--- src/sv/csim_pkg.sv ---
// Shared constants, types and helpers for the cosine similarity engine.
// No dependencies.
package csim_pkg;

  localparam int unsigned MAX_ELEMENTS  = 65536;
  localparam int unsigned COUNT_BITS    = 16;
  localparam int unsigned FRACTION_BITS = 16;

  // fixed port widths
  localparam int unsigned COUNT_W  = 16;
  localparam int unsigned COS_W    = 17;

  localparam int unsigned SUM_W    = 48;
  localparam int unsigned PROD_W   = 2 * COUNT_BITS;
  localparam int unsigned TALLY_W  = $clog2(MAX_ELEMENTS + 1);
  localparam int unsigned WIDE_W   = 2 * SUM_W;
  localparam int unsigned REM_W    = WIDE_W + 1;
  localparam int unsigned QUO_W    = 2 * FRACTION_BITS;
  localparam int unsigned ROOT_W   = FRACTION_BITS;
  localparam int unsigned SQR_W    = FRACTION_BITS + 2;
  localparam int unsigned RES_W    = FRACTION_BITS + 1;
  localparam int unsigned RESX_W   = (RES_W > COS_W) ? RES_W : COS_W;
  localparam int unsigned DIG_W    = 16;
  localparam int unsigned NDIG     = SUM_W / DIG_W;
  localparam int unsigned MPROD_W  = DIG_W + SUM_W;
  localparam int unsigned CNT_W    = $clog2(QUO_W + 1);
  localparam int unsigned QDEPTH   = 2;
  localparam int unsigned QPTR_W   = $clog2(QDEPTH);
  localparam int unsigned QCNT_W   = $clog2(QDEPTH + 1);

  typedef logic [SUM_W-1:0] sum_t;

  typedef struct packed {
    sum_t dot;
    sum_t sq1;
    sum_t sq2;
    logic ovf;
  } csim_job_t;

  typedef struct packed {
    logic      valid;
    csim_job_t job;
  } csim_enq_t;

  typedef enum logic [2:0] {
    ST_IDLE,
    ST_MUL_P,
    ST_MUL_D,
    ST_CMP,
    ST_DIV,
    ST_SQRT,
    ST_DONE
  } csim_state_e;

  // result register to the 17-bit port: high bits dropped for wide fractions
  function automatic logic [COS_W-1:0] res_to_port(input logic [RES_W-1:0] v);
    logic [RESX_W-1:0] wide;
    wide = RESX_W'(v);
    return wide[COS_W-1:0];
  endfunction

endpackage

--- src/sv/csim_front.sv ---
// Front end: takes element pairs, accumulates dot product and magnitudes.
// Depends on csim_pkg; hands finished sums to the job queue.
module csim_front import csim_pkg::*; (
  input  logic               clk_i,
  input  logic               rst_ni,
  input  logic               accept_i,
  input  logic [COUNT_W-1:0] first_count_i,
  input  logic [COUNT_W-1:0] second_count_i,
  input  logic               last_element_i,
  output csim_enq_t          enq_o
);

  sum_t               dot_q, dot_d, sq1_q, sq1_d, sq2_q, sq2_d;
  logic [TALLY_W-1:0] tally_q, tally_d;
  logic               ovf_q, ovf_d;

  logic [COUNT_BITS-1:0] a, b;
  logic [PROD_W-1:0]     ab, aa, bb;
  logic                  at_limit;
  sum_t                  dot_n, sq1_n, sq2_n;
  logic                  ovf_n;

  function automatic sum_t sat_add(input sum_t s, input logic [PROD_W-1:0] v);
    logic [SUM_W:0] t;
    t = {1'b0, s} + (SUM_W + 1)'(v);
    return t[SUM_W] ? '1 : t[SUM_W-1:0];
  endfunction

  assign a  = first_count_i[COUNT_BITS-1:0];
  assign b  = second_count_i[COUNT_BITS-1:0];
  assign ab = PROD_W'(a) * PROD_W'(b);
  assign aa = PROD_W'(a) * PROD_W'(a);
  assign bb = PROD_W'(b) * PROD_W'(b);

  assign at_limit = (tally_q >= TALLY_W'(MAX_ELEMENTS));

  always_comb begin
    dot_n = dot_q;
    sq1_n = sq1_q;
    sq2_n = sq2_q;
    ovf_n = ovf_q | at_limit;
    if (!at_limit) begin
      dot_n = sat_add(dot_q, ab);
      sq1_n = sat_add(sq1_q, aa);
      sq2_n = sat_add(sq2_q, bb);
    end
  end

  always_comb begin
    dot_d   = dot_q;
    sq1_d   = sq1_q;
    sq2_d   = sq2_q;
    tally_d = tally_q;
    ovf_d   = ovf_q;
    if (accept_i) begin
      if (last_element_i) begin
        dot_d   = '0;
        sq1_d   = '0;
        sq2_d   = '0;
        tally_d = '0;
        ovf_d   = 1'b0;
      end else begin
        dot_d   = dot_n;
        sq1_d   = sq1_n;
        sq2_d   = sq2_n;
        tally_d = at_limit ? tally_q : tally_q + TALLY_W'(1);
        ovf_d   = ovf_n;
      end
    end
  end

  assign enq_o.valid   = accept_i & last_element_i;
  assign enq_o.job.dot = dot_n;
  assign enq_o.job.sq1 = sq1_n;
  assign enq_o.job.sq2 = sq2_n;
  assign enq_o.job.ovf = ovf_n;

  always_ff @(posedge clk_i or negedge rst_ni) begin
    if (!rst_ni) begin
      dot_q   <= '0;
      sq1_q   <= '0;
      sq2_q   <= '0;
      tally_q <= '0;
      ovf_q   <= 1'b0;
    end else begin
      dot_q   <= dot_d;
      sq1_q   <= sq1_d;
      sq2_q   <= sq2_d;
      tally_q <= tally_d;
      ovf_q   <= ovf_d;
    end
  end

endmodule

--- config.mk ---
export PLATFORM = sky130hd
export DESIGN_NAME = csim_front
export DESIGN_NICKNAME = d
export VERILOG_FILES = /design/src/sv/csim_pkg.sv /design/src/sv/csim_front.sv
export SDC_FILE = /design/constraint.sdc
export NUM_CORES = 2
export LEC_CHECK = 0
export BUFFER_PORTS_ARGS = -buffer_cell sky130_fd_sc_hd__buf_2
export CELL_PAD_IN_SITES_DETAIL_PLACEMENT = 1
export CELL_PAD_IN_SITES_GLOBAL_PLACEMENT = 1
export CORE_ASPECT_RATIO = 1.2
export CORE_UTILIZATION = 50
export DETAILED_ROUTE_END_ITERATION = 8
export HOLD_SLACK_MARGIN = 0.12
export PLACE_DENSITY_LB_ADDON = 0.3
export SYNTH_ARGS = -nofsm -noshare
export SYNTH_HDL_FRONTEND = slang
export SYNTH_SLANG_ARGS = --single-unit
--- constraint.sdc ---
create_clock -name clk_i -period 12.98 [get_ports clk_i]
set_clock_uncertainty 0.2 [all_clocks]
set_input_delay 2.596 -clock clk_i [delete_from_list [all_inputs] [get_ports clk_i]]
set_output_delay 2.596 -clock clk_i [all_outputs]
set_load 0.02 [all_outputs]
### After elaboration in Yosys (flattened, before gate mapping)

Index checks and enable logic that the tools add are counted.

| storage, ports and cells | value |
|---|---|
| register bits | 162 |
| logic and storage cells | 29 |
| input port bits | 36 |
| output and inout port bits | 146 |

| cells by class | value |
|---|---|
| bitwise operators | 2 |
| magnitude comparators | 1 |
| equality and inequality tests | 1 |
| muxes and demuxes | 12 |
| add/sub/neg operators | 4 |
| reduce and logical (&&, ||, !) cells | 1 |
| $mul | 3 |

Operators with widths:

| kind | number |
|---|---|
| 48-bit 2-to-1 mux | 9 |
| 48-bit by 32-bit adder with 49-bit output | 3 |
| 16-bit by 16-bit multiplier with 32-bit output | 3 |
| 17-bit 2-to-1 mux | 2 |
| 17-bit by 1-bit adder with 17-bit output (second input constant) | 1 |
| 17-bit greater-or-equal comparator (second input constant) | 1 |
| 2-bit != test (second input constant) | 1 |
| 2-bit AND reduction | 1 |
| 1-bit bitwise AND | 1 |
| 1-bit 2-to-1 mux | 1 |
| 1-bit bitwise OR | 1 |

### Depth between registers and ports, before layout

| depth | value |
|---|---|
| depth in word-level cells | 5 |
| gate-level depth with buffers | 27 |
| mapped depth without buffers | 24 |

### Worst setup path before layout

No wires, ideal clock.

| timing path | value |
|---|---|
| path kind | input to output |
| start point | input port second_count_i[7] |
| end point | output port enq_o[132] (netlist bit) |
| required time | 10.184 ns |
| arrival | 9.006 ns |
| setup slack | 1.178 ns |
| cell stages on the path | 27 |
| buffers on the path | 5 |
| cell sequence | clkbuf_1 -> clkbuf_1 -> nand2_1 -> fa_1 -> inv_1 -> fa_1 -> inv_1 -> fa_1 -> inv_1 -> fa_1 -> fa_1 -> inv_1 -> fa_1 -> inv_1 -> ha_1 -> buf_2 -> a21oi_1 -> and3b_1 -> a21oi_1 -> a21bo_2 -> a21oi_1 -> o2111ai_2 -> a21oi_2 -> buf_4 -> buf_4 -> nor2_1 -> a211oi_1 |

RTL lines:

| item | RTL line | source |
|---|---|---|
| from (decl) | csim_front.sv:8 | `input logic [COUNT_W-1:0] second_count_i,` |
| to (decl) | csim_front.sv:10 | `output csim_enq_t enq_o` |

==> out/results.tsv <==
metric	value	unit
outcome	completed	
Clock transition at path regs	0.08	ns
WHS Endpoint	sq2_q[30]$_DFFE_PN0P_	
Total Wirelength	114.6	mm
top cell type's share of synthesized area	33.57	%
worst r2r path cells	16	
class of the worst hold path	register to register	
Worst R2R End	sq1_q[38]$_DFFE_PN0P_	
row count	107	
Final Critical Period	12.71	ns
sequential share of the synthesized area	11.18	%
clk sink count	162	
async set-reset flop share out of synthesis	100.0	%
DP Area	0.03819	mm^2
Area contributors post-synth	fa_1, ha_1, dfrtp_1	
Max clock buf depth	2	
drt wl/cell	21.61	um
Netlist cell types	83	
commonest non-fill, non-tap cell in the layout	inv_1	
via count	30159	
post-CTS setup buffers	0	
Warnings, synthesis	0	
Area growth, synth to finish	7.108	%
TritonCTS clock tree	done	
Hold Buf Count CTS	0	
critical path arrival	9.92	ns
slowest stage delay, CP	0.58	ns
Setup crit start kind	input pin	
RR Startpoint	sq1_q[12]$_DFFE_PN0P_	
Fin Setup TNS	0	ns
Die H	297.0	um
number of global-route vias before repair	33955	
worst path required time	10.18	ns
ANT nets after route	0	
final net count	5337	
syn_area_per_cell	8.466	um^2
Pre-Repair DR Iteration Count	5	
share of layout cells above drive strength 1	8.143	%
Worst-Margin Slew	1.026	ns
buffers plus inverters on the worst setup path	8	
# setup viols final	0	
highest-count cells in the layout ignoring fill and taps	inv_1, fa_1, nand2_1	
residual overflow from global routing	0	
DRT iter0 DRCs	1367	
post-synthesis register bit count	162	
fin area	0.03884	mm^2
CP Capture Type	primary output	
Residual DRC	0	
die area	0.07360	mm^2
initial cell density of the core	50.81	%
MaxCap Viol Count	0	
worst-path fanout max	25	
Syn Inst Count	4283	
pin count of the biggest net entering global routing	73	
part of the cycle the worst path needs	97.93	%
Max-Slew Margin vs Limit	31.63	%
post-synth top area cell	fa_1	
CORE AREA	0.07136	mm^2
hold path start	sq2_q[30]$_DFFE_PN0P_	
pins over their slew limit	0	
global-route wire length before repair	183.5	mm
RD Place Congestion	0.9276	
final hold viol count	0	
Clock Latency Late Sink	0.52	ns
hold depth	2	
Top Ports	182	
fmax	78.67	MHz
Most common cell on crit path	fa_1	
Mapped Area	0.03626	mm^2
H-tree levels	4	
Buffers on Ports	181	
Post-synth EDFFs	0	
Hold WS	0.2841	ns
predominant post-synthesis flop cell	dfrtp_1	
CP max-delay cell	fa_1	
CP Class	input pin to primary output	
post-CTS sizing	0	
CTS buffer count	17	
unrepaired setup endpoints after global routing	false	
delay-heaviest family, CP	adder cells	
worst reg-to-reg setup slack	6.72	ns
worst-path cell chain	buf_2 > buf_4 > nand2_1 > fa_1 > inv_1 > fa_1 > fa_1 > fa_1 > fa_1 > inv_1 > fa_1 > inv_1 > ha_1 > a21oi_1 > o22ai_1 > o41ai_1 > nand3_1 > o311ai_1 > buf_4 > o21a_1 > nor3b_1 > a211oi_1 > buf_4 > buf_2	
initial antenna violation count	6	
hpwl dp	91.87	mm
Vias/cell	5.689	
total global-route track usage	32.33	%
Die X	247.8	um
root buf cell	clkbuf_16	
Synth Net Count	5261	
tightest hold or removal path, stage by stage (launching register included):
cell and delay (ns):
dfrtp_1 0.35, nand2_1 0.06, nand2_1 0.05
metrics by stage:
step           std cells  utilization [%]  setup WS (ns)
6_report            5301            54.43         0.2682
5_1_grt             5300            54.42        0.02607
4_1_cts             5298            54.40         0.3107
3_5_place_dp        5266            53.53         0.3150
3_3_place_gp        5266            53.53         0.5172
2_1_floorplan       4283                -          1.178
worst max-delay path by stage:
stage	depth (start not counted)	start	endpoint	slack (ns)
finish	24	first_count_i[14]	enq_o[132]	0.27
global route	23	first_count_i[9]	enq_o[90]	0.03
CTS	23	first_count_i[6]	enq_o[90]	0.31
detailed placement	23	first_count_i[6]	enq_o[90]	0.32
global placement	23	first_count_i[14]	enq_o[138]	0.52
floorplan	27	second_count_i[7]	enq_o[132]	1.18
metal layers:
| metal | vias to the layer above | track usage, % | part of all wire, % |
|---|---|---|---|
| met4 | 4 | 13.76 | 4.1 |
| met2 | 743 | 57.86 | 53 |
| met1 | 15690 | 38.74 | 39 |
| li1 | 13467 | - | - |
| met5 | - | 0 | 0.017 |
| met3 | 255 | 3.681 | 4.3 |
cells by family after synthesis:
group	after synthesis	synth area share (%)
simple gates	1099	14.42
mux	10	0.3002
flops	162	11.18
buf+inv	1282	13.42
fa+ha+maj	942	45.09
compound gates	671	12.75
xor+xnor	117	2.826
sequential cells by signal (all words and copies together), names as in the netlist:
signal,count
dot_q,48
ovf_q,1
sq1_q,48
sq2_q,48
tally_q,17
synthesized netlist by cell type, drive strengths merged, types with 8 or more instances:
cell type and number:
inv 1076, fa 608, nand2 433, ha 334
nor2 203, and2 194, a21oi 173, clkbuf 168
dfrtp 162, o21ai 116, nor3 70, xnor2 67
a22o 52, xor2 50, a21o 47, nand3 44
and3 41, a31oi 35, buf 35, a211oi 31
o21a 25, a2bb2oi 24, o22ai 24, nand2b 19
nand4 18, nor2b 18, o32ai 18, or3 15
a22oi 13, a311oi 13, or2 12, a31o 10
o211ai 10, o31a 10, nor4 8, o21bai 8
o31ai 8
cell type report:
| type | count | area (um^2) |
|---|---|---|
| Fill cell | 8651 | 32520 |
| Antenna cell | 3 | 7.507 |
| Sequential cell | 162 | 4058 |
| Tap cell | 926 | 1159 |
| Multi-Input combinational cell | 2839 | 27370 |
| Clock inverter | 14 | 185.2 |
| Timing Repair Buffer | 260 | 1563 |
| Clock buffer | 18 | 439.2 |
| Inverter | 1079 | 4053 |
Power is not shown: default switching activity piles up to over one toggle a cycle in this logic, so the estimate is an artifact.
