**config.mk**
```make
export PLATFORM = sky130hd
export DESIGN_NAME = csim_back
export DESIGN_NICKNAME = d
export VERILOG_FILES = /design/src/sv/csim_pkg.sv /design/src/sv/csim_back.sv
export SDC_FILE = /design/constraint.sdc
export NUM_CORES = 2
export LEC_CHECK = 0
export BUFFER_PORTS_ARGS = -buffer_cell sky130_fd_sc_hd__buf_2
export CAP_MARGIN = 15
export CELL_PAD_IN_SITES_DETAIL_PLACEMENT = 1
export CELL_PAD_IN_SITES_GLOBAL_PLACEMENT = 2
export CORE_MARGIN = 2
export CORE_UTILIZATION = 45
export CTS_BUF_LIST = sky130_fd_sc_hd__clkbuf_4 sky130_fd_sc_hd__clkbuf_8 sky130_fd_sc_hd__clkbuf_16
export DETAILED_ROUTE_END_ITERATION = 12
export GPL_TIMING_DRIVEN = 0
export PLACE_DENSITY = 0.86
export SETUP_SLACK_MARGIN = 0.1
export SKIP_LAST_GASP = 1
export SLEW_MARGIN = 20
export SYNTH_ARGS = -nofsm -noshare
export SYNTH_HDL_FRONTEND = slang
export SYNTH_SLANG_ARGS = --single-unit
```
**constraint.sdc**
```tcl
create_clock -name clk_i -period 22.6 [get_ports clk_i]
set_input_delay 1.13 -clock clk_i [delete_from_list [all_inputs] [get_ports clk_i]]
set_output_delay 1.13 -clock clk_i [all_outputs]
set_load 0.02 [all_outputs]
```
**src/sv/csim_pkg.sv**
```systemverilog
// Shared constants, types and helpers for the cosine similarity engine.
// No dependencies.
package csim_pkg;

  localparam int unsigned MAX_ELEMENTS  = 65536;
  localparam int unsigned COUNT_BITS    = 16;
  localparam int unsigned FRACTION_BITS = 16;

  // fixed port widths
  localparam int unsigned COUNT_W  = 16;
  localparam int unsigned COS_W    = 17;

  localparam int unsigned SUM_W    = 48;
  localparam int unsigned PROD_W   = 2 * COUNT_BITS;
  localparam int unsigned TALLY_W  = $clog2(MAX_ELEMENTS + 1);
  localparam int unsigned WIDE_W   = 2 * SUM_W;
  localparam int unsigned REM_W    = WIDE_W + 1;
  localparam int unsigned QUO_W    = 2 * FRACTION_BITS;
  localparam int unsigned ROOT_W   = FRACTION_BITS;
  localparam int unsigned SQR_W    = FRACTION_BITS + 2;
  localparam int unsigned RES_W    = FRACTION_BITS + 1;
  localparam int unsigned RESX_W   = (RES_W > COS_W) ? RES_W : COS_W;
  localparam int unsigned DIG_W    = 16;
  localparam int unsigned NDIG     = SUM_W / DIG_W;
  localparam int unsigned MPROD_W  = DIG_W + SUM_W;
  localparam int unsigned CNT_W    = $clog2(QUO_W + 1);
  localparam int unsigned QDEPTH   = 2;
  localparam int unsigned QPTR_W   = $clog2(QDEPTH);
  localparam int unsigned QCNT_W   = $clog2(QDEPTH + 1);

  typedef logic [SUM_W-1:0] sum_t;

  typedef struct packed {
    sum_t dot;
    sum_t sq1;
    sum_t sq2;
    logic ovf;
  } csim_job_t;

  typedef struct packed {
    logic      valid;
    csim_job_t job;
  } csim_enq_t;

  typedef enum logic [2:0] {
    ST_IDLE,
    ST_MUL_P,
    ST_MUL_D,
    ST_CMP,
    ST_DIV,
    ST_SQRT,
    ST_DONE
  } csim_state_e;

  // result register to the 17-bit port: high bits dropped for wide fractions
  function automatic logic [COS_W-1:0] res_to_port(input logic [RES_W-1:0] v);
    logic [RESX_W-1:0] wide;
    wide = RESX_W'(v);
    return wide[COS_W-1:0];
  endfunction

endpackage

```
**src/sv/csim_back.sv**
```systemverilog
// Back end: multi-cycle cosine unit (digit-serial multiply, restoring
// divide, bit-pair square root) and the result register. Depends on csim_pkg.
module csim_back import csim_pkg::*; (
  input  logic             clk_i,
  input  logic             rst_ni,
  input  logic             job_valid_i,
  input  csim_job_t        job_i,
  output logic             job_ready_o,
  input  logic             pop_i,
  output logic             empty_o,
  output logic [COS_W-1:0] cosine_value_o,
  output logic             zero_magnitude_o,
  output logic             length_exceeded_o
);

  csim_state_e state_q, state_d;

  sum_t               dot_q, sq2_q, mplier_q, mcand;
  logic               zero_q, ovf_q;
  logic [WIDE_W-1:0]  acc_q, acc_d, p_q, rem_q;
  logic [MPROD_W-1:0] mprod;
  logic [QUO_W-1:0]   quo_q;
  logic [SQR_W-1:0]   sqrem_q, sq_in, trial;
  logic [ROOT_W-1:0]  root_q, root_d;
  logic [RES_W-1:0]   res_q;
  logic [CNT_W-1:0]   cnt_q;
  logic               cnt_last, job_zero, clamp;
  logic [REM_W-1:0]   rem_sh;
  logic               div_ge, sq_ge;

  logic               out_valid_q;
  logic [COS_W-1:0]   out_cos_q;
  logic               out_zero_q, out_ovf_q;

  // control strobes
  logic take_job, mul_run, div_run, sqrt_run, out_write;

  assign job_zero = (job_i.sq1 == '0) || (job_i.sq2 == '0);
  assign cnt_last = (cnt_q == CNT_W'(1));
  assign clamp    = (rem_q >= p_q);

  assign mcand = (state_q == ST_MUL_P) ? sq2_q : dot_q;
  assign mprod = MPROD_W'(mplier_q[SUM_W-1 -: DIG_W]) * MPROD_W'(mcand);
  assign acc_d = (acc_q << DIG_W) + WIDE_W'(mprod);

  assign rem_sh = {rem_q, 1'b0};
  assign div_ge = (rem_sh >= {1'b0, p_q});

  assign sq_in  = {sqrem_q[SQR_W-3:0], quo_q[QUO_W-1 -: 2]};
  assign trial  = {root_q, 2'b01};
  assign sq_ge  = (sq_in >= trial);
  assign root_d = {root_q[ROOT_W-2:0], sq_ge};

  // next state
  always_comb begin
    state_d = state_q;
    unique case (state_q)
      ST_IDLE:  if (job_valid_i) state_d = job_zero ? ST_DONE : ST_MUL_P;
      ST_MUL_P: if (cnt_last) state_d = ST_MUL_D;
      ST_MUL_D: if (cnt_last) state_d = ST_CMP;
      ST_CMP:   state_d = clamp ? ST_DONE : ST_DIV;
      ST_DIV:   if (cnt_last) state_d = ST_SQRT;
      ST_SQRT:  if (cnt_last) state_d = ST_DONE;
      ST_DONE:  if (!out_valid_q || pop_i) state_d = ST_IDLE;
      default:  state_d = ST_IDLE;
    endcase
  end

  // strobes
  always_comb begin
    take_job  = 1'b0;
    mul_run   = 1'b0;
    div_run   = 1'b0;
    sqrt_run  = 1'b0;
    out_write = 1'b0;
    unique case (state_q)
      ST_IDLE:  take_job  = job_valid_i;
      ST_MUL_P,
      ST_MUL_D: mul_run   = 1'b1;
      ST_CMP:   ;
      ST_DIV:   div_run   = 1'b1;
      ST_SQRT:  sqrt_run  = 1'b1;
      ST_DONE:  out_write = !out_valid_q || pop_i;
      default:  ;
    endcase
  end

  assign job_ready_o = (state_q == ST_IDLE);

  // datapath
  always_ff @(posedge clk_i) begin
    if (take_job) begin
      dot_q    <= job_i.dot;
      sq2_q    <= job_i.sq2;
      mplier_q <= job_i.sq1;
      zero_q   <= job_zero;
      ovf_q    <= job_i.ovf;
      acc_q    <= '0;
      res_q    <= '0;
      cnt_q    <= CNT_W'(NDIG);
    end
    if (mul_run) begin
      if (!cnt_last) begin
        mplier_q <= mplier_q << DIG_W;
        acc_q    <= acc_d;
        cnt_q    <= cnt_q - CNT_W'(1);
      end else if (state_q == ST_MUL_P) begin
        acc_q    <= '0;
        p_q      <= acc_d;
        mplier_q <= dot_q;
        cnt_q    <= CNT_W'(NDIG);
      end else begin
        acc_q <= '0;
        rem_q <= acc_d;
      end
    end
    if (state_q == ST_CMP) begin
      res_q <= {1'b1, ROOT_W'(0)};
      cnt_q <= CNT_W'(QUO_W);
    end
    if (div_run) begin
      rem_q <= WIDE_W'(div_ge ? rem_sh - {1'b0, p_q} : rem_sh);
      quo_q <= {quo_q[QUO_W-2:0], div_ge};
      if (cnt_last) begin
        cnt_q   <= CNT_W'(ROOT_W);
        sqrem_q <= '0;
        root_q  <= '0;
      end else begin
        cnt_q <= cnt_q - CNT_W'(1);
      end
    end
    if (sqrt_run) begin
      sqrem_q <= sq_ge ? sq_in - trial : sq_in;
      root_q  <= root_d;
      quo_q   <= quo_q << 2;
      cnt_q   <= cnt_q - CNT_W'(1);
      if (cnt_last) begin
        res_q <= {1'b0, root_d};
      end
    end
    if (out_write) begin
      out_cos_q  <= res_to_port(res_q);
      out_zero_q <= zero_q;
      out_ovf_q  <= ovf_q;
    end
  end

  always_ff @(posedge clk_i or negedge rst_ni) begin
    if (!rst_ni) begin
      state_q     <= ST_IDLE;
      out_valid_q <= 1'b0;
    end else begin
      state_q <= state_d;
      if (out_write) begin
        out_valid_q <= 1'b1;
      end else if (pop_i) begin
        out_valid_q <= 1'b0;
      end
    end
  end

  assign empty_o           = !out_valid_q;
  assign cosine_value_o    = out_cos_q;
  assign zero_magnitude_o  = out_zero_q;
  assign length_exceeded_o = out_ovf_q;

endmodule

```
After elaboration in Yosys (flattened, before gate mapping) --
Cells that the tools add are included.
Storage, ports and cells: flip-flop bits (word level) 528, input bits 149, output and inout bits 21, logic and storage cells 108
Operators by class: add/subtract/negate cells 4, multiply operators 1, $lt $le $gt $ge 3, equal/unequal tests 14, mux-type cells 50, reduce and logical (&&, ||, !) cells 17
Operators with widths (count):
- two-way mux 96 bit | 5
- two-way mux 48 bit | 5
- two-way mux 80 bit | 3
- two-way mux 16 bit | 7
- >= comparator 97 x 96 -> 1 bit | 1
- adder 96 x 64 -> 96 bit | 1
- >= comparator 96 bit | 1
- logical NOT 48 bit | 2
- subtractor 96 bit | 1
- two-way mux 17 bit | 4
- multiplier 16 x 48 -> 64 bit | 1
- two-way mux 32 bit | 2
- two-way mux 6 bit | 8
- two-way mux 3 bit | 7
- case mux 3 bit (7 select lines) | 1
- >= comparator 18 bit | 1
- subtractor 16 bit | 1
- != test 2 bit, second input constant | 7
- nonzero test 2 bit | 6
- == test 3 bit, second input constant | 3
- two-way mux 1 bit | 7
- == test 3 x 2 -> 1 bit, second input constant | 2
- == test 6 x 1 -> 1 bit, second input constant | 1
- AND reduction 3 bit | 2
- 9 further kinds | 10

Logic depth before layout (Yosys ltp) --
word-level depth 9, depth in mapped cells 34, gate-level depth less buffers 29

Worst setup path before layout --
No wires, ideal clock.
kind reg-to-reg, start register state_q[2], end register rem_q[89] (data pin), setup time 0.258 ns, arrival time 7.941 ns, required time 22.342 ns, slack 14.401 ns, cell stages (with the launch flop) 35, path buffers 6, clock period less this slack 8.199 ns, cells stage by stage dfrtp_1 > clkbuf_1 > nor2_1 > and2_1 > clkbuf_1 > clkbuf_1 > clkbuf_1 > nand2_1 > nand2_1 > clkbuf_1 > nand2_1 > fa_1 > inv_1 > fa_1 > inv_1 > fa_1 > inv_1 > fa_1 > fa_1 > inv_1 > fa_1 > inv_1 > ha_1 > buf_2 > nand2_1 > nor3_1 > nor3_1 > a2111oi_4 > o21ai_2 > a2111oi_4 > o21ai_2 > a31oi_4 > and4_4 > xor2_2 > o221a_2
On the way: cells in the longest elaborated chain, start to end 8, elaborated cells between the ends (all ways) 10, classes of those cells add/sub (1); mul (1); eq/ne (2); mux (6)
RTL lines:
- from (decl) | line csim_back.sv:16 | csim_state_e state_q, state_d;
- from (signal assigned) | line csim_back.sv:153 | state_q <= state_d;
- == test 3 x 1 -> 1 bit | line csim_back.sv:42 | assign mcand = (state_q == ST_MUL_P) ? sq2_q : dot_q;
- two-way mux 48 bit | line csim_back.sv:42
- multiplier 16 x 48 -> 64 bit | line csim_back.sv:43 | assign mprod = MPROD_W'(mplier_q[SUM_W-1 -: DIG_W]) * MPROD_W'(mcand);
- adder 96 x 64 -> 96 bit | line csim_back.sv:44 | assign acc_d = (acc_q << DIG_W) + WIDE_W'(mprod);
- net acc_d[89] | line csim_back.sv:20 | logic [WIDE_W-1:0] acc_q, acc_d, p_q, rem_q;
- two-way mux 96 bit | line csim_back.sv:107 | end else if (state_q == ST_MUL_P) begin
- two-way mux 96 bit | line csim_back.sv:103 | if (!cnt_last) begin
- two-way mux 96 bit | line csim_back.sv:102 | if (mul_run) begin
- two-way mux 96 bit | line csim_back.sv:121 | if (div_run) begin
- to (signal assigned) | line csim_back.sv:122 | rem_q <= WIDE_W'(div_ge ? rem_sh - {1'b0, p_q} : rem_sh);
- to (decl) | line csim_back.sv:20
The timed path passes the listed nets, and every way through them passes these cells. The select of a mux whose other input is x is not followed. A chain may end at the register's enable or synchronous reset.

Worst setup path after layout --
start register state_q[0], end register rem_q[59] (data pin)
On the way: cells in the longest elaborated chain, start to end 8, elaborated cells between the ends (all ways) 10, classes of those cells add/sub (1); mul (1); eq/ne (2); mux (6)
RTL lines (line):
- == test 3 x 1 -> 1 bit | csim_back.sv:42
- two-way mux 48 bit | csim_back.sv:42
- multiplier 16 x 48 -> 64 bit | csim_back.sv:43
- adder 96 x 64 -> 96 bit | csim_back.sv:44
- two-way mux 96 bit | csim_back.sv:107
- two-way mux 96 bit | csim_back.sv:103
- two-way mux 96 bit | csim_back.sv:102
- two-way mux 96 bit * | csim_back.sv:121
Every way passes the cells marked *; elsewhere a longest branch is shown, timed or not. The select of a mux whose other input is x is not followed.

==> results_dict.tcl <==
set metrics [dict create \
    run_status "complete, no violations" \
    finalCriticalPeriod_ns 11.52 \
    synth_simple_gate_area_share 0.1577 \
    slowest_stage "a2111oi_1" \
    maxCapViolCount 0 \
    setup_viol 0 \
    via_count 46812 \
    drc 0 \
    path_max_fanout 10 \
    synth_cells 6283 \
    numCtsBuffers 68 \
    synth_flop_cell "edfxtp_1" \
    holdBufCountCts 0 \
    synth.distinct_cells 105 \
    netSwitchingFraction 0.2244 \
    synth_fa_ha_area_frac 0.3213 \
    path_class "flop to flop" \
    synthMuxAreaShare 0.01666 \
    synthTopCellsByArea "fa_1 (24%), edfxtp_1 (24%), ha_1 (8.0%), inv_1 (7.1%), nand2_1 (6.1%)" \
    ys_top_cells_by_count "inv_1 (1,089), nand2_1 (935), fa_1 (691), edfxtp_1 (451)" \
    internal_power_mw 1.652 \
    io_buffers 169 \
    critPathMaxStageDelay_ns 0.91 \
    pwr_density_cell_mw_per_mm2 34.00 \
    start_util 0.4546 \
    die_h_um 360.6 \
    cp_common_cell "fa_1" \
    finalHoldViolations 0 \
    leakagePower_nw 28.50 \
    wl_per_cell_um 25.01 \
    grt_overflow_total 0 \
    synth-compound-area-share 0.1189 \
    grt_max_degree 42 \
    r2r_cells 29 \
    clk_latency_ns 0.68 \
    die_w_um 360.6 \
    wl_mm 206.2 \
    drtIter0Drc 3427 \
    grt_usage 0.3198 \
    synth_xor_area_frac 0.02859 \
    avgSynthCellArea_um2 9.109 \
    ant_nets 0 \
    comb_power_share 0.010 \
    clkTransAtPathRegs_ns 0.06 \
    tns_ns 0 \
    worst_pin_slew_ns 1.315 \
    cts.sinks 528 \
    power_frac_seq 0.491 \
    fmax_mhz 86.81 \
    drive_gt1_frac 0.06512 \
    rows 130 \
    required_ns 22.97 \
    place.gp.congestion 0.9292 \
    synthArstFlopShare 0.007576 \
    final_nets 7743 \
    skew_ns 0.04345 \
    postCtsSetupBuffers 0 \
    antenna_found_initial 11 \
    crit_path_start_kind "flop" \
    clk_path_buf_depth 3 \
    worstSetupEndpointType "flop" \
    relSlewSlack 0.1232 \
    cts_resized 0 \
    coreArea_mm2 0.1259 \
    clockPowerShare 0.500 \
    cts_tree "yes" \
    area_growth_pct 9.440 \
    grt_pass1_vias 50688 \
    grt_pass1_wl_mm 314.9 \
    finalCritPeriodShare 0.5097 \
    placed_cells 8119 \
    ys_seq_area_frac 0.2639 \
    final-max-slew-violation-count 0 \
    die_area_mm2 0.1301 \
    htreeDepth 3 \
    fin_cells 8242 \
    synth.most_common_cell "inv_1" \
    cts_root_buffer "clkbuf_16" \
    reg2reg_to "rem_q[59]" \
    synth_top_family_by_area "adder cells" \
    synth_top_area_cell "fa_1" \
    synth-seq-cells 528 \
    p_switching_mw 0.4779 \
    r2r-start "state_q[0]" \
    synth_warnings 0 \
    netlist_area_mm2 0.05723 \
    first_pass_iters 5 \
    rsz0062_at_grt "no" \
    rrSetupSlack_ns 11.08 \
    top_level_ports 170 \
    hold_ws_ns 0.2980 \
    synth-edff-count 451 \
    synth_nets 7487 \
    place_hpwl_mm 168.3 \
    vdd_drop_max_uv 62.50 \
    hold_class "input pin to asynchronous set/reset pin" \
    arrival_ns 11.89 \
    synth_top_area_share 0.2417 \
    vias_per_cell 5.680 \
]
[power by group through the flow]
stage	registers [mW]	clock network, mW	logic, mW
final	1.04	1.06	0.0208
after global routing	1.04	1.11	0.0218
after CTS	1.04	1.08	0.0206
after detailed placement	1.07	0	0.0204
after global placement	1.07	0	0.0200
after floorplan	1.07	0	0.00105
[cell usage in the layout, fill, tap and decap left out, drive strengths merged, types with 73 or more instances in the layout]
cell type | Yosys | layout
a21o | 90 | 90
a21oi | 366 | 366
buf | 53 | 239
ha | 364 | 364
nand2 | 936 | 936
nor2 | 319 | 319
nand4 | 94 | 94
and2 | 295 | 295
o21ai | 230 | 230
mux2i | 93 | 93
clkbuf | 254 | 344
dfxtp | 73 | 73
inv | 1089 | 1092
xnor2 | 114 | 114
fa | 691 | 691
edfxtp | 451 | 451
[critical path, delay by kind of cell, from the launching register on]
kind	cells	cell delay [ns]
adder cells (fa/ha/maj)	7	3.70
AO/OA/AOI/OAI	8	2.84
flip-flops	1	0.38
AND/OR/NAND/NOR	5	1.21
XOR/XNOR	1	0.58
buffers and inverters	8	2.50
[per-layer routing]
| layer | wire length (um) | up-vias | global-route usage |
|---|---|---|---|
| li1 | - | 20932 | - |
| met1 | 89840 | 24116 | 0.4300 |
| met2 | 94860 | 1391 | 0.5181 |
| met3 | 12110 | 367 | 0.04581 |
| met4 | 9264 | 6 | 0.1332 |
| met5 | 76 | - | 0 |
[sequential cells by signal (all words and copies together) (netlist names)]
signal / count
state_q: 3
zero_magnitude_o: 1
sqrem_q: 16
cosine_value_o: 17
quo_q: 32
dot_q: 48
rem_q: 96
cnt_q: 6
length_exceeded_o: 1
acc_q: 80
out_valid_q: 1
zero_q: 1
p_q: 96
sq2_q: 48
mplier_q: 48
ovf_q: 1
res_q: 17
root_q: 16
[area by class of cell]
type	instances	area [um^2]
Antenna cell	4	10.01
Buffer	307	1249
Clock buffer	90	1867
Clock inverter	29	232.7
Fill cell	14639	63260
Inverter	1091	4095
Multi-Input combinational cell	4357	36850
Sequential cell	528	15100
Tap cell	1650	2064
Timing Repair Buffer	186	1166
[worst max path at each step]
| stage | from | end | slack, ns | depth (start not counted) |
|---|---|---|---|---|
| global route | state_q[0] | rem_q[59] | 10.61 | 29 |
| global placement | job_valid_i | acc_q[47] | 10.46 | 3 |
| CTS | state_q[0] | rem_q[59] | 11.15 | 29 |
| detailed placement | state_q[0] | rem_q[59] | 11.18 | 29 |
| finish | state_q[0] | rem_q[59] | 11.08 | 29 |
| floorplan | state_q[2] | rem_q[89] | 14.40 | 34 |
[stage by stage]
step / util / power [mW] / setup slack, ns / instance area [um^2]
after global placement: 0.4777 / 1.085 / 10.46 / 60150
final: 0.4975 / 2.130 / 11.08 / 62640
after floorplan: - / 1.066 / 14.40 / 57230
after CTS: 0.4974 / 2.144 / 11.15 / 62620
after detailed placement: 0.4807 / 1.086 / 11.18 / 60520
after global routing: 0.4975 / 2.172 / 10.61 / 62630
[cells by family (layout without fill, tap and decap cells)]
kind of cell	Yosys count	after routing
compound gates	1075	1075
xor+xnor	186	186
fa+ha+maj	1055	1055
buf+inv	1398	1703
flops	528	528
mux	95	95
other cells	0	4
simple gates	1946	1946
Power figures use the tool's default switching activity.
