[config.mk]
export PLATFORM = sky130hd
export DESIGN_NAME = csim_queue
export DESIGN_NICKNAME = d
export VERILOG_FILES = /design/src/sv/csim_pkg.sv /design/src/sv/csim_queue.sv
export SDC_FILE = /design/constraint.sdc
export NUM_CORES = 1
export LEC_CHECK = 0
export BUFFER_PORTS_ARGS = -buffer_cell sky130_fd_sc_hd__buf_2
export CORE_AREA = 5 5 161 240
export CTS_BUF_LIST = sky130_fd_sc_hd__clkbuf_8
export DETAILED_ROUTE_END_ITERATION = 8
export DIE_AREA = 0 0 166 245
export GPL_TIMING_DRIVEN = 1
export PLACE_DENSITY = 0.6
export SLEW_MARGIN = 25
export SYNTH_ARGS = -nofsm -noshare
export SYNTH_HDL_FRONTEND = slang
export SYNTH_SLANG_ARGS = --single-unit
[constraint.sdc]
create_clock -name clk_i -period 10.6 [get_ports clk_i]
set_input_delay 0.53 -clock clk_i [delete_from_list [all_inputs] [get_ports clk_i]]
set_output_delay 0.53 -clock clk_i [all_outputs]
set_load 0.01 [all_outputs]
[src/sv/csim_pkg.sv]
// Shared constants, types and helpers for the cosine similarity engine.
// No dependencies.
package csim_pkg;

  localparam int unsigned MAX_ELEMENTS  = 65536;
  localparam int unsigned COUNT_BITS    = 16;
  localparam int unsigned FRACTION_BITS = 16;

  // fixed port widths
  localparam int unsigned COUNT_W  = 16;
  localparam int unsigned COS_W    = 17;

  localparam int unsigned SUM_W    = 48;
  localparam int unsigned PROD_W   = 2 * COUNT_BITS;
  localparam int unsigned TALLY_W  = $clog2(MAX_ELEMENTS + 1);
  localparam int unsigned WIDE_W   = 2 * SUM_W;
  localparam int unsigned REM_W    = WIDE_W + 1;
  localparam int unsigned QUO_W    = 2 * FRACTION_BITS;
  localparam int unsigned ROOT_W   = FRACTION_BITS;
  localparam int unsigned SQR_W    = FRACTION_BITS + 2;
  localparam int unsigned RES_W    = FRACTION_BITS + 1;
  localparam int unsigned RESX_W   = (RES_W > COS_W) ? RES_W : COS_W;
  localparam int unsigned DIG_W    = 16;
  localparam int unsigned NDIG     = SUM_W / DIG_W;
  localparam int unsigned MPROD_W  = DIG_W + SUM_W;
  localparam int unsigned CNT_W    = $clog2(QUO_W + 1);
  localparam int unsigned QDEPTH   = 2;
  localparam int unsigned QPTR_W   = $clog2(QDEPTH);
  localparam int unsigned QCNT_W   = $clog2(QDEPTH + 1);

  typedef logic [SUM_W-1:0] sum_t;

  typedef struct packed {
    sum_t dot;
    sum_t sq1;
    sum_t sq2;
    logic ovf;
  } csim_job_t;

  typedef struct packed {
    logic      valid;
    csim_job_t job;
  } csim_enq_t;

  typedef enum logic [2:0] {
    ST_IDLE,
    ST_MUL_P,
    ST_MUL_D,
    ST_CMP,
    ST_DIV,
    ST_SQRT,
    ST_DONE
  } csim_state_e;

  // result register to the 17-bit port: high bits dropped for wide fractions
  function automatic logic [COS_W-1:0] res_to_port(input logic [RES_W-1:0] v);
    logic [RESX_W-1:0] wide;
    wide = RESX_W'(v);
    return wide[COS_W-1:0];
  endfunction

endpackage

[src/sv/csim_queue.sv]
// Short job queue between front and back end.
// Depends on csim_pkg.
module csim_queue import csim_pkg::*; (
  input  logic      clk_i,
  input  logic      rst_ni,
  input  csim_enq_t enq_i,
  output logic      full_o,
  output logic      deq_valid_o,
  output csim_job_t deq_job_o,
  input  logic      deq_ready_i
);

  csim_job_t          mem_q [QDEPTH];
  logic [QPTR_W-1:0]  wr_ptr_q, wr_ptr_d, rd_ptr_q, rd_ptr_d;
  logic [QCNT_W-1:0]  cnt_q, cnt_d;
  logic               do_deq;

  assign full_o      = (cnt_q == QCNT_W'(QDEPTH));
  assign deq_valid_o = (cnt_q != '0);
  assign deq_job_o   = mem_q[rd_ptr_q];
  assign do_deq      = deq_valid_o & deq_ready_i;

  function automatic logic [QPTR_W-1:0] ptr_inc(input logic [QPTR_W-1:0] p);
    return (p == QPTR_W'(QDEPTH - 1)) ? '0 : p + QPTR_W'(1);
  endfunction

  always_comb begin
    wr_ptr_d = enq_i.valid ? ptr_inc(wr_ptr_q) : wr_ptr_q;
    rd_ptr_d = do_deq ? ptr_inc(rd_ptr_q) : rd_ptr_q;
    cnt_d    = cnt_q + QCNT_W'(enq_i.valid) - QCNT_W'(do_deq);
  end

  always_ff @(posedge clk_i) begin
    if (enq_i.valid) begin
      mem_q[wr_ptr_q] <= enq_i.job;
    end
  end

  always_ff @(posedge clk_i or negedge rst_ni) begin
    if (!rst_ni) begin
      wr_ptr_q <= '0;
      rd_ptr_q <= '0;
      cnt_q    <= '0;
    end else begin
      wr_ptr_q <= wr_ptr_d;
      rd_ptr_q <= rd_ptr_d;
      cnt_q    <= cnt_d;
    end
  end

endmodule

# Yosys cells after proc, flatten, opt, wreduce, memory -nomap -nowiden
# Memory sizes are Yosys's and may differ from the RTL's.
# Cells that the tools add are included.
classes:
  addsub: 4
  n_eq_ne: 1
  n_mux: 4
  bitwise_logic: 1
  reduce_logical: 1
ops:
  columns: ["operator", "count"]
  rows:
  - ["1-bit 2-to-1 mux", 4]
  - ["1-bit adder, second input constant", 2]
  - ["2-bit by 1-bit adder with 2-bit output", 1]
  - ["2-bit equality test, second input constant", 1]
  - ["2-bit nonzero test", 1]
  - ["2-bit by 1-bit subtractor with 2-bit output", 1]
  - ["1-bit AND", 1]
word_totals:
  ff_bits: 4
  mem_bits_rw: 290
  in_bits: 149
  output_inout_bits: 147
  elab_cells: 15
  memories: 1
mem_list:
  columns: ["memory", "depth", "width", "rd", "rd_clocked_by_memory_dff", "write_ports", "line_no", "text"]
  rows:
  - ["mem_q", 2, 145, 1, 0, 1, "csim_queue.sv:13", "csim_job_t mem_q [QDEPTH];"]

# Longest topological paths before layout
# Gate-level depths: netlist of the first run.
depth:
  ltp_word: 3
  mapped_depth: 6
  mapped_depth_nobuf: 6

# Worst setup path before layout of the first run
# OpenSTA, ideal clock, no wires.
synth_timing:
  path_kind: "reg-to-reg"
  from: "register wr_ptr_q"
  to: "memory mem_q[0][0] (netlist bit) (enable)"
  setup_ps: 669
  t_arrival_ps: 6805
  required_ps: 9931
  setup_slack_ps: 3126
  path_stages_with_launch: 2
  n_path_buf: 0
  period_less_slack_ps: 7474
  cell_sequence: "dfrtp_1 > nor2b_1"
synth_rtl:
  columns: ["item", "line_no", "text"]
  rows:
  - ["start, declared", "csim_queue.sv:14", "logic [QPTR_W-1:0] wr_ptr_q, wr_ptr_d, rd_ptr_q, rd_ptr_d;"]
  - ["start signal, assigned", "csim_queue.sv:45", "wr_ptr_q <= wr_ptr_d;"]
  - ["end, declared", "csim_queue.sv:13", null]
# Straight into the memory's write port.

==> metrics.cfg, run 1 <==
[run_status]
status = complete, no violations

[routing]
num_vias = 5552
vias_per_cell = 4.19
wl_microns = 23300
drtPass1Iterations = 4
drtIter0Drc = 252
wire_per_inst_microns = 17.6
postRouteAntennaNets = 0
drc = 0

[synth]
ys_warn_count = 0
synth_xor_area_share_pct = 0.326
synth_most_common_cell = edfxtp_1
synth.distinct_cells = 13
yosys-top-cells-area = edfxtp_1 (81%), mux2_2 (15%), clkbuf_8 (1.3%)
synth_compound_area_share_pct = 0.0699
netlist.area_leader.share_pct = 81.0
synth-edff-count = 290
netlist_instances = 468
syn-num-nets = 619
yosysSeqAreaShare_pct = 82.0
synth_top_family_by_area = multiplexers
ys.flop_type = edfxtp_1
synth_largest_area_cell = edfxtp_1
muxShareOfSynthArea_pct = 15.2
syn_avg_cell_area_sq_um = 23.0
syn_area_sq_mm = 0.0107
yosys-top-cells-count = edfxtp_1 (290), mux2_2 (145), clkbuf_8 (10)
synth-async-reset-ratio_pct = 1.36
synth-simple-area-share_pct = 0.233
ys_ff_latch = 294
synthAdderAreaFrac_pct = 0.233

[power_and_ir_drop]
leakagePower_nw = 5.07
power_mw = 3.48
p_per_area_mw_per_mm2 = 257
max-vdd-ir-drop_uv = 141

[die]
fp.dieH_microns = 245
fp.dieW_microns = 166
dieArea_sq_mm = 0.0407
start_util_pct = 29.5
core_area_sq_mm = 0.0365
num_io_pins = 296
num_rows = 86

[worst_setup_path]
worstSetupPathType = reg -> out
required_ns = 10.07
critPathMaxFanout = 77
critPathMaxStageDelay_ns = 1.04
worstPathArrival_ns = 2.99
worstPathCellList = buf_6, mux2_2, buf_2
cp-end-kind = output pin
critPathLaunchType = register
slowest_stage = dfrtp_4

[timing]
skew_ns = 0.0124
drv_slew = 0
worst_pin_slew_ns = 1.01
rsz0062_at_grt = false
hold-worst-slack_ns = 0.148
tns_ns = 0
min_period_ns = 3.52
fmax_mhz = 284
hold_viol_final = 0
setup_viol = 0
relSlewSlack_pct = 32.6
period_share_pct = 33.2

[placement]
io_buffers = 295
gp_congestion = 0.714
placed_cells = 1236
hpwl_microns = 15200
placed_area_sq_mm = 0.0127

[finish]
drive_gt1_share_pct = 60.5
fin_nets = 952
fin_cells = 1325
seq_area_sq_mm = 0.00881
final_area_sq_mm = 0.0135
multiInputGateArea_sq_mm = 0.00174
n_fill_cell = 3479
areaGrowthSynthToFinish_pct = 26.0

[clock_tree]
clk-insertion-delay-late_ns = 0.56
cts_buffer_depth = 3
cts_root_buffer = clkbuf_8
cts_buffers = 46
cts_sinks = 294
cts_resized = 0
htreeDepth = 2
cts_tree = yes
clkTransAtPathRegs_ns = 0.06

[global_routing]
grt_max_degree = 78
antenna_found_initial = 5
grt_pass1_vias = 6075
grt_pass1_wl_microns = 34700
grt_overflow = 0
grt_usage_pct = 11.0

[min_path]
min_path_type = in -> reg

[job]
drv_cap = 0

-- state kept, by name, summed over array words and instances (netlist names) --
register,flops
mem_q,290
cnt_q,2
rd_ptr_q,1
wr_ptr_q,1
-- metal layers --
metal / share of wire, % / routed length [microns] / GRT usage, % / up-vias
met3: 8.6 / 2010 / 4.46 / 54
met1: 35 / 8240 / 11.1 / 2718
met4: 3.3 / 769 / 4.39 / 4
met5: 0.090 / 21 / 0 / -
li1: - / - / - / 2547
met2: 53 / 12300 / 20.0 / 229
-- layout by cell type (no fill, tap or decap), drive strengths merged, types with 2 or more instances in the layout --
master / instances
edfxtp: 290
xnor2: 2
clkinv: 14
mux2: 145
nor2b: 2
ha: 2
buf: 300
dfrtp: 4
clkinvlp: 4
xor2: 2
clkbuf: 47
diode: 3
inv: 21
-- path summary, 6_finish.rpt --
kind,to,slack (ns),start,cells after the start
hold / removal,mem_q[0][8],0.15,enq_i[8],1
hold reg to reg,cnt_q[1],0.52,cnt_q[1],1
setup reg to reg,mem_q[0][95],8.05,wr_ptr_q,2
min in group asynchronous,cnt_q[0],0.33,rst_ni,2
max in group asynchronous,rd_ptr_q,10.13,rst_ni,2
setup / recovery,deq_job_o[19],7.08,rd_ptr_q,3
-- kinds of logic after synthesis --
group | Yosys count
buf+inv | 18
xor+xnor | 4
fa+ha+maj | 2
flops | 294
compound gates | 1
simple gates | 4
mux | 145
-- per-stage QoR --
step                      util (%)  worst slack (ns)
after floorplan                  -              3.13
after global placement        34.7              7.29
after detailed placement      34.8              7.57
after CTS                     37.1              6.93
after global routing          37.1              6.85
final                         37.1              7.08
-- where the power goes --
part | internal, mW | total [mW] | switching [mW]
registers | 1.55 | 1.65 | 0.100
clock network | 0.440 | 0.873 | 0.434
logic | 0.447 | 0.962 | 0.514
-- worst max-delay path: cells and delay by family, from the launching register on --
kind | cells | cell delay [ns]
muxes | 1 | 0.43
buffers and inverters | 2 | 0.82
DFF | 1 | 1.04
-- timing repair --
action                                 4_1_cts  5_1_grt
endpoints found under the hold margin        4        0
setup endpoints to repair                    0        0
setup buffers                                0        0
hold buffers                                 1        0
-- cell type report --
class / instances / area share, %
Clock buffer: 47 / 4.78
Antenna cell: 3 / 0.0555
Tap cell: 484 / 4.47
Sequential cell: 294 / 65.1
Timing Repair Buffer: 301 / 11.3
Inverter: 2 / 0.0555
Clock inverter: 38 / 1.44
Multi-Input combinational cell: 156 / 12.8
Power figures use the tool's default switching activity.
==> run 2, diff against run 1 <==
- PLACE_DENSITY: 0.6 -> 0.62
- clock period: 10.6 -> 3 ns (I/O delays scaled with it)
==> run 2 against run 1 <==
  * Cell count is 11% higher
  * Power increased to 3.6 times the previous value
  * Non-clock buffer count up 149
  * Flip-flop and latch count is the same
  * Clock power rose to 3.5 times the previous value
  * Sequential power increased to 3.5 times the previous value
  * Largest power group unchanged
==> metrics.cfg, run 2 (synthesized netlist as in run 1, its figures left out) <==
[run_status]
status = complete, no violations

[finish]
post-route-util_pct = 41.3
drive_gt1_share_pct = 51.6
largest_register = mem_q
mostFrequentLayoutCells = buf_2 (295), edfxtp_1 (290), dlygate4sd3_1 (149)
n_fill_cell = 3282
fin_nets = 1100
largest_registers = mem_q: 290 flops, cnt_q: 2 flops
areaGrowthSynthToFinish_pct = 40.2
largest_reg_flops = 290
final_common_cell = buf_2

[timing]
hold_viol_final = 0
hold-worst-slack_ns = 0.310
drv_slew = 0
setup_viol = 0
skew_ns = 0.0230
period_share_pct = 79.8
relSlewSlack_pct = 34.5
timing.final.ws_setup_ns = 0.605
fmax_mhz = 417
tns_ns = 0
rsz0062_at_grt = false
worst_pin_slew_ns = 0.982
min_period_ns = 2.40

[global_routing]
grt_pass1_vias = 6966
grt_overflow = 0
grt_pass1_wl_microns = 37600
grt_max_degree = 146
grt_usage_pct = 11.7
antenna_found_initial = 4

[power_and_ir_drop]
p_seq_share_pct = 45.5
switching_share_pct = 29.5
p_switching_mw = 3.69
clkPwrFrac_pct = 24.6
p_per_area_mw_per_mm2 = 832
max-vdd-ir-drop_uv = 464
leakagePower_nw = 5.68
intPower_mw = 8.84
power_frac_comb_pct = 29.9

[worst_setup_path]
required_ns = 2.85
worstSetupPathType = reg -> out
slowest_stage = dfrtp_4
worstPathCellList = buf_12, mux2_2, buf_2
cp-end-kind = output pin
cpLargestDelayFamily = flip-flops
crit_buf_inv = 2
worstPathArrival_ns = 2.25
critPathLaunchType = register
critPathMaxStageDelay_ns = 0.71
critPathMaxFanout = 61

[clock_tree]
cts_tree = yes
cts_setup_buffers = 0
clk-insertion-delay-late_ns = 0.56
clkTransAtPathRegs_ns = 0.06
cts_sinks = 294
cts_buffers = 45
cts_resized = 0
cts_buffer_depth = 3
htreeDepth = 2
cts_root_buffer = clkbuf_8

[placement]
hpwl_microns = 15200
gp_congestion = 0.734
dpl_worst_slack_ns = 1.15
io_buffers = 295

[routing]
dr.max_layer_used = met5
postRouteAntennaNets = 0
drtPass1Iterations = 4
wire_per_inst_microns = 16.8
wl_microns = 24500
wl_met3_microns = 1700
drc = 0
wl_met1_microns = 8580
drtIter0Drc = 232
dr_wl_met2_microns = 13300
num_vias = 6096
vias_per_cell = 4.16

[die]
dieArea_sq_mm = 0.0407
fp.dieH_microns = 245
fp.dieW_microns = 166
num_rows = 86
num_io_pins = 296
core_area_sq_mm = 0.0365
start_util_pct = 29.5

[job]
drv_cap = 0

[min_path]
min_path_type = in -> reg

## run 2: metrics by stage
| step | cells | total power, mW | cell area, sq um |
|---|---|---|---|
| 2_1_floorplan | 468 | 8.14 | 10800 |
| 3_3_place_gp | 1237 | 9.42 | 12700 |
| 3_5_place_dp | 1237 | 9.47 | 12700 |
| 4_1_cts | 1462 | 12.8 | 15100 |
| 5_1_grt | 1465 | 13.2 | 15100 |
| 6_report | 1465 | 12.5 | 15100 |
## run 2: power groups by stage
stage	sequential [mW]	clock [mW]	combinational, mW
5_1_grt	5.77	3.41	4.04
2_1_floorplan	5.70	0	2.44
3_5_place_dp	5.81	0	3.66
4_1_cts	5.72	3.23	3.85
6_report	5.71	3.08	3.74
3_3_place_gp	5.76	0	3.66
## run 2: worst paths after layout
kind	from	endpoint	slack, ns	depth (start not counted)
worst max-delay path	rd_ptr_q	deq_job_o[143]	0.60	3
worst min-delay path	enq_i[33]	mem_q[1][33]	0.31	2
worst max register to register	wr_ptr_q	mem_q[1][129]	1.21	2
worst min register to register	cnt_q[1]	cnt_q[1]	0.54	1
max in group asynchronous	rst_ni	rd_ptr_q	2.28	3
min in group asynchronous	rst_ni	cnt_q[0]	0.52	3
## run 2: cell type report
| type | count | area [sq um] | area share, % |
|---|---|---|---|
| clock inverter | 29 | 174 | 1.15 |
| antenna | 3 | 7.51 | 0.0498 |
| tap | 484 | 606 | 4.02 |
| clock buffer | 47 | 647 | 4.29 |
| multi-input combinational | 156 | 1740 | 11.5 |
| timing repair buffer | 450 | 3080 | 20.4 |
| inverter | 2 | 7.51 | 0.0498 |
| sequential | 294 | 8810 | 58.5 |
## run 2: timing repair
item / 4_1_cts / 5_1_grt
endpoints found under the hold margin: 297 / 0
hold buffers: 149 / 0
setup endpoints to repair: 0 / 0
## run 2: routing by layer
layer / GRT usage [%] / up-vias
met3: 3.90 / 61
met4: 5.61 / 2
met5: 0 / -
met1: 11.5 / 2954
met2: 22.0 / 239
li1: - / 2840
==> run 3, diff against run 2 <==
- clock period: 3 -> 2.2 ns (I/O delays scaled with it)
==> run 3 against run 2 <==
  * Routed wire length is 1.2% higher
  * Utilization grew 0.36 points
  * Worst setup slack lost 0.51 ns
  * Critical path type unchanged
  * Critical endpoint is now deq_job_o[78]
==> metrics.cfg, run 3 (synthesized netlist as in run 1, its figures left out) <==
[placement]
placed_area_sq_mm = 0.0128
io_buffers = 295
gp_congestion = 0.731
hpwl_microns = 15900

[clock_tree]
htreeDepth = 2
cts_tree = yes
cts_buffers = 44
cts_buffer_depth = 3
cts_sinks = 294
clk-insertion-delay-late_ns = 0.55
cts_root_buffer = clkbuf_8
clkTransAtPathRegs_ns = 0.06

[global_routing]
grt_pass1_vias = 7028
grt_max_degree = 87
grt_overflow = 0
grt_pass1_wl_microns = 38300
antenna_found_initial = 3
grt_usage_pct = 11.9

[finish]
fin_nets = 1107
post-route-util_pct = 41.7
largest_registers = mem_q: 290 flops, cnt_q: 2 flops
largest_reg_flops = 290
final_area_sq_mm = 0.0152
drive_gt1_share_pct = 51.7
n_fill_cell = 3243
largest_register = mem_q
final_common_cell = buf_2
areaGrowthSynthToFinish_pct = 41.4
mostFrequentLayoutCells = buf_2 (295), edfxtp_1 (290), dlygate4sd3_1 (149)

[worst_setup_path]
reg2reg_depth = 3
required_ns = 2.09
worstSetupPathType = reg -> out
cp-end-kind = output pin
cpLargestDelayFamily = flip-flops
slowest_stage = dfrtp_4
worstPathCellList = buf_16, mux2_2, buf_2
critPathMaxStageDelay_ns = 0.56
worstPathArrival_ns = 1.99
crit_buf_inv = 2
cp.depth = 3
critPathLaunchType = register
critPathMaxFanout = 50

[routing]
drtIter0Drc = 232
postRouteAntennaNets = 0
drtPass1Iterations = 4
wl_met3_microns = 1730
dr.max_layer_used = met5
dr_wl_met2_microns = 13600
drc = 0
num_vias = 6147
wire_per_inst_microns = 16.8
wl_microns = 24900
wl_met1_microns = 8390
vias_per_cell = 4.17

[power_and_ir_drop]
intPower_mw = 12.2
p_seq_share_pct = 44.5
max-vdd-ir-drop_uv = 1000
clkPwrFrac_pct = 24.6
p_switching_mw = 5.10
power_frac_comb_pct = 30.9
p_per_area_mw_per_mm2 = 1140
leakagePower_nw = 5.75
switching_share_pct = 29.4

[timing]
hold-worst-slack_ns = 0.279
period_share_pct = 95.6
setup_viol = 0
min_period_ns = 2.10
relSlewSlack_pct = 63.2
skew_ns = 0.0222
fmax_mhz = 475
tns_ns = 0
hold_viol_final = 0
worst_pin_slew_ns = 0.552
drv_slew = 0

[die]
num_io_pins = 296
num_rows = 86
fp.dieW_microns = 166
fp.dieH_microns = 245
dieArea_sq_mm = 0.0407
core_area_sq_mm = 0.0365
start_util_pct = 29.5

[job]
drv_cap = 0

[min_path]
min_path_type = in -> reg
hold-path-cell-count = 2

[run_status]
status = complete, no violations

-- run 3: changes by cell type in the layout (fill, tap and decap cells not counted), moves of 2 or more --
cell and delta:
clkbuf_8 -2, mux2_4 +2, diode_2 -2, clkinv_1 +4
buf_4 +5, buf_16 +2, mux2_2 -2
-- run 3: routing by layer --
layer  vias up  GRT usage [%]
met1      2973           11.3
met4         4           6.09
li1       2850              -
met5         -              0
met2       237           22.6
met3        83           4.08
-- run 3: timing repair --
item,in CTS,in global routing
hold buffers,149,0
gates cloned,0,0
endpoints found under the setup margin,120,3
hold endpoints to repair,297,0
setup buffers,1,0
resized for setup,1,4
-- run 3: layout make-up --
type                    instances  area (sq um)  share of cell area [%]
multi-input cells             156          1740                    11.5
repair buffers                458          3180                    20.9
well taps                     484           606                    3.99
clock inverters                35           225                    1.48
flip-flops and latches        294          8810                    58.0
diodes                          1          2.50                  0.0165
clock buffers                  45           619                    4.08
inverters                       2          7.51                  0.0494
-- run 3: metrics by stage --
stage | total power, mW | instances | setup slack (ns)
CTS | 17.6 | 1474 | 0.00170
floorplan | 11.1 | 468 | -0.798
global route | 18.3 | 1475 | -0.00191
global placement | 13.0 | 1244 | 0.532
finish | 17.3 | 1475 | 0.0958
detailed placement | 13.0 | 1244 | 0.528
-- run 3: worst reg2reg max path, stage by stage, from the launching register on --
cell and delay (ns):
dfrtp_1 0.43, nor2b_4 0.19, buf_12 0.30, buf_4 0.34
-- run 3: worst paths after layout --
path                             from             to  slack, ns
max in group asynchronous      rst_ni       rd_ptr_q       1.49
min                        enq_i[126]  mem_q[1][126]       0.28
min reg2reg                  cnt_q[1]       cnt_q[1]       0.52
max reg2reg                  wr_ptr_q   mem_q[0][84]       0.62
max                          rd_ptr_q  deq_job_o[78]        0.1
min in group asynchronous      rst_ni       cnt_q[0]       0.49
-- run 3: power groups by stage --
stage	Sequential, mW	Clock [mW]	Combinational [mW]
after global routing	7.80	4.70	5.78
after floorplan	7.77	0	3.32
after global placement	7.81	0	5.15
after detailed placement	7.86	0	5.16
after CTS	7.72	4.44	5.47
final	7.71	4.27	5.37
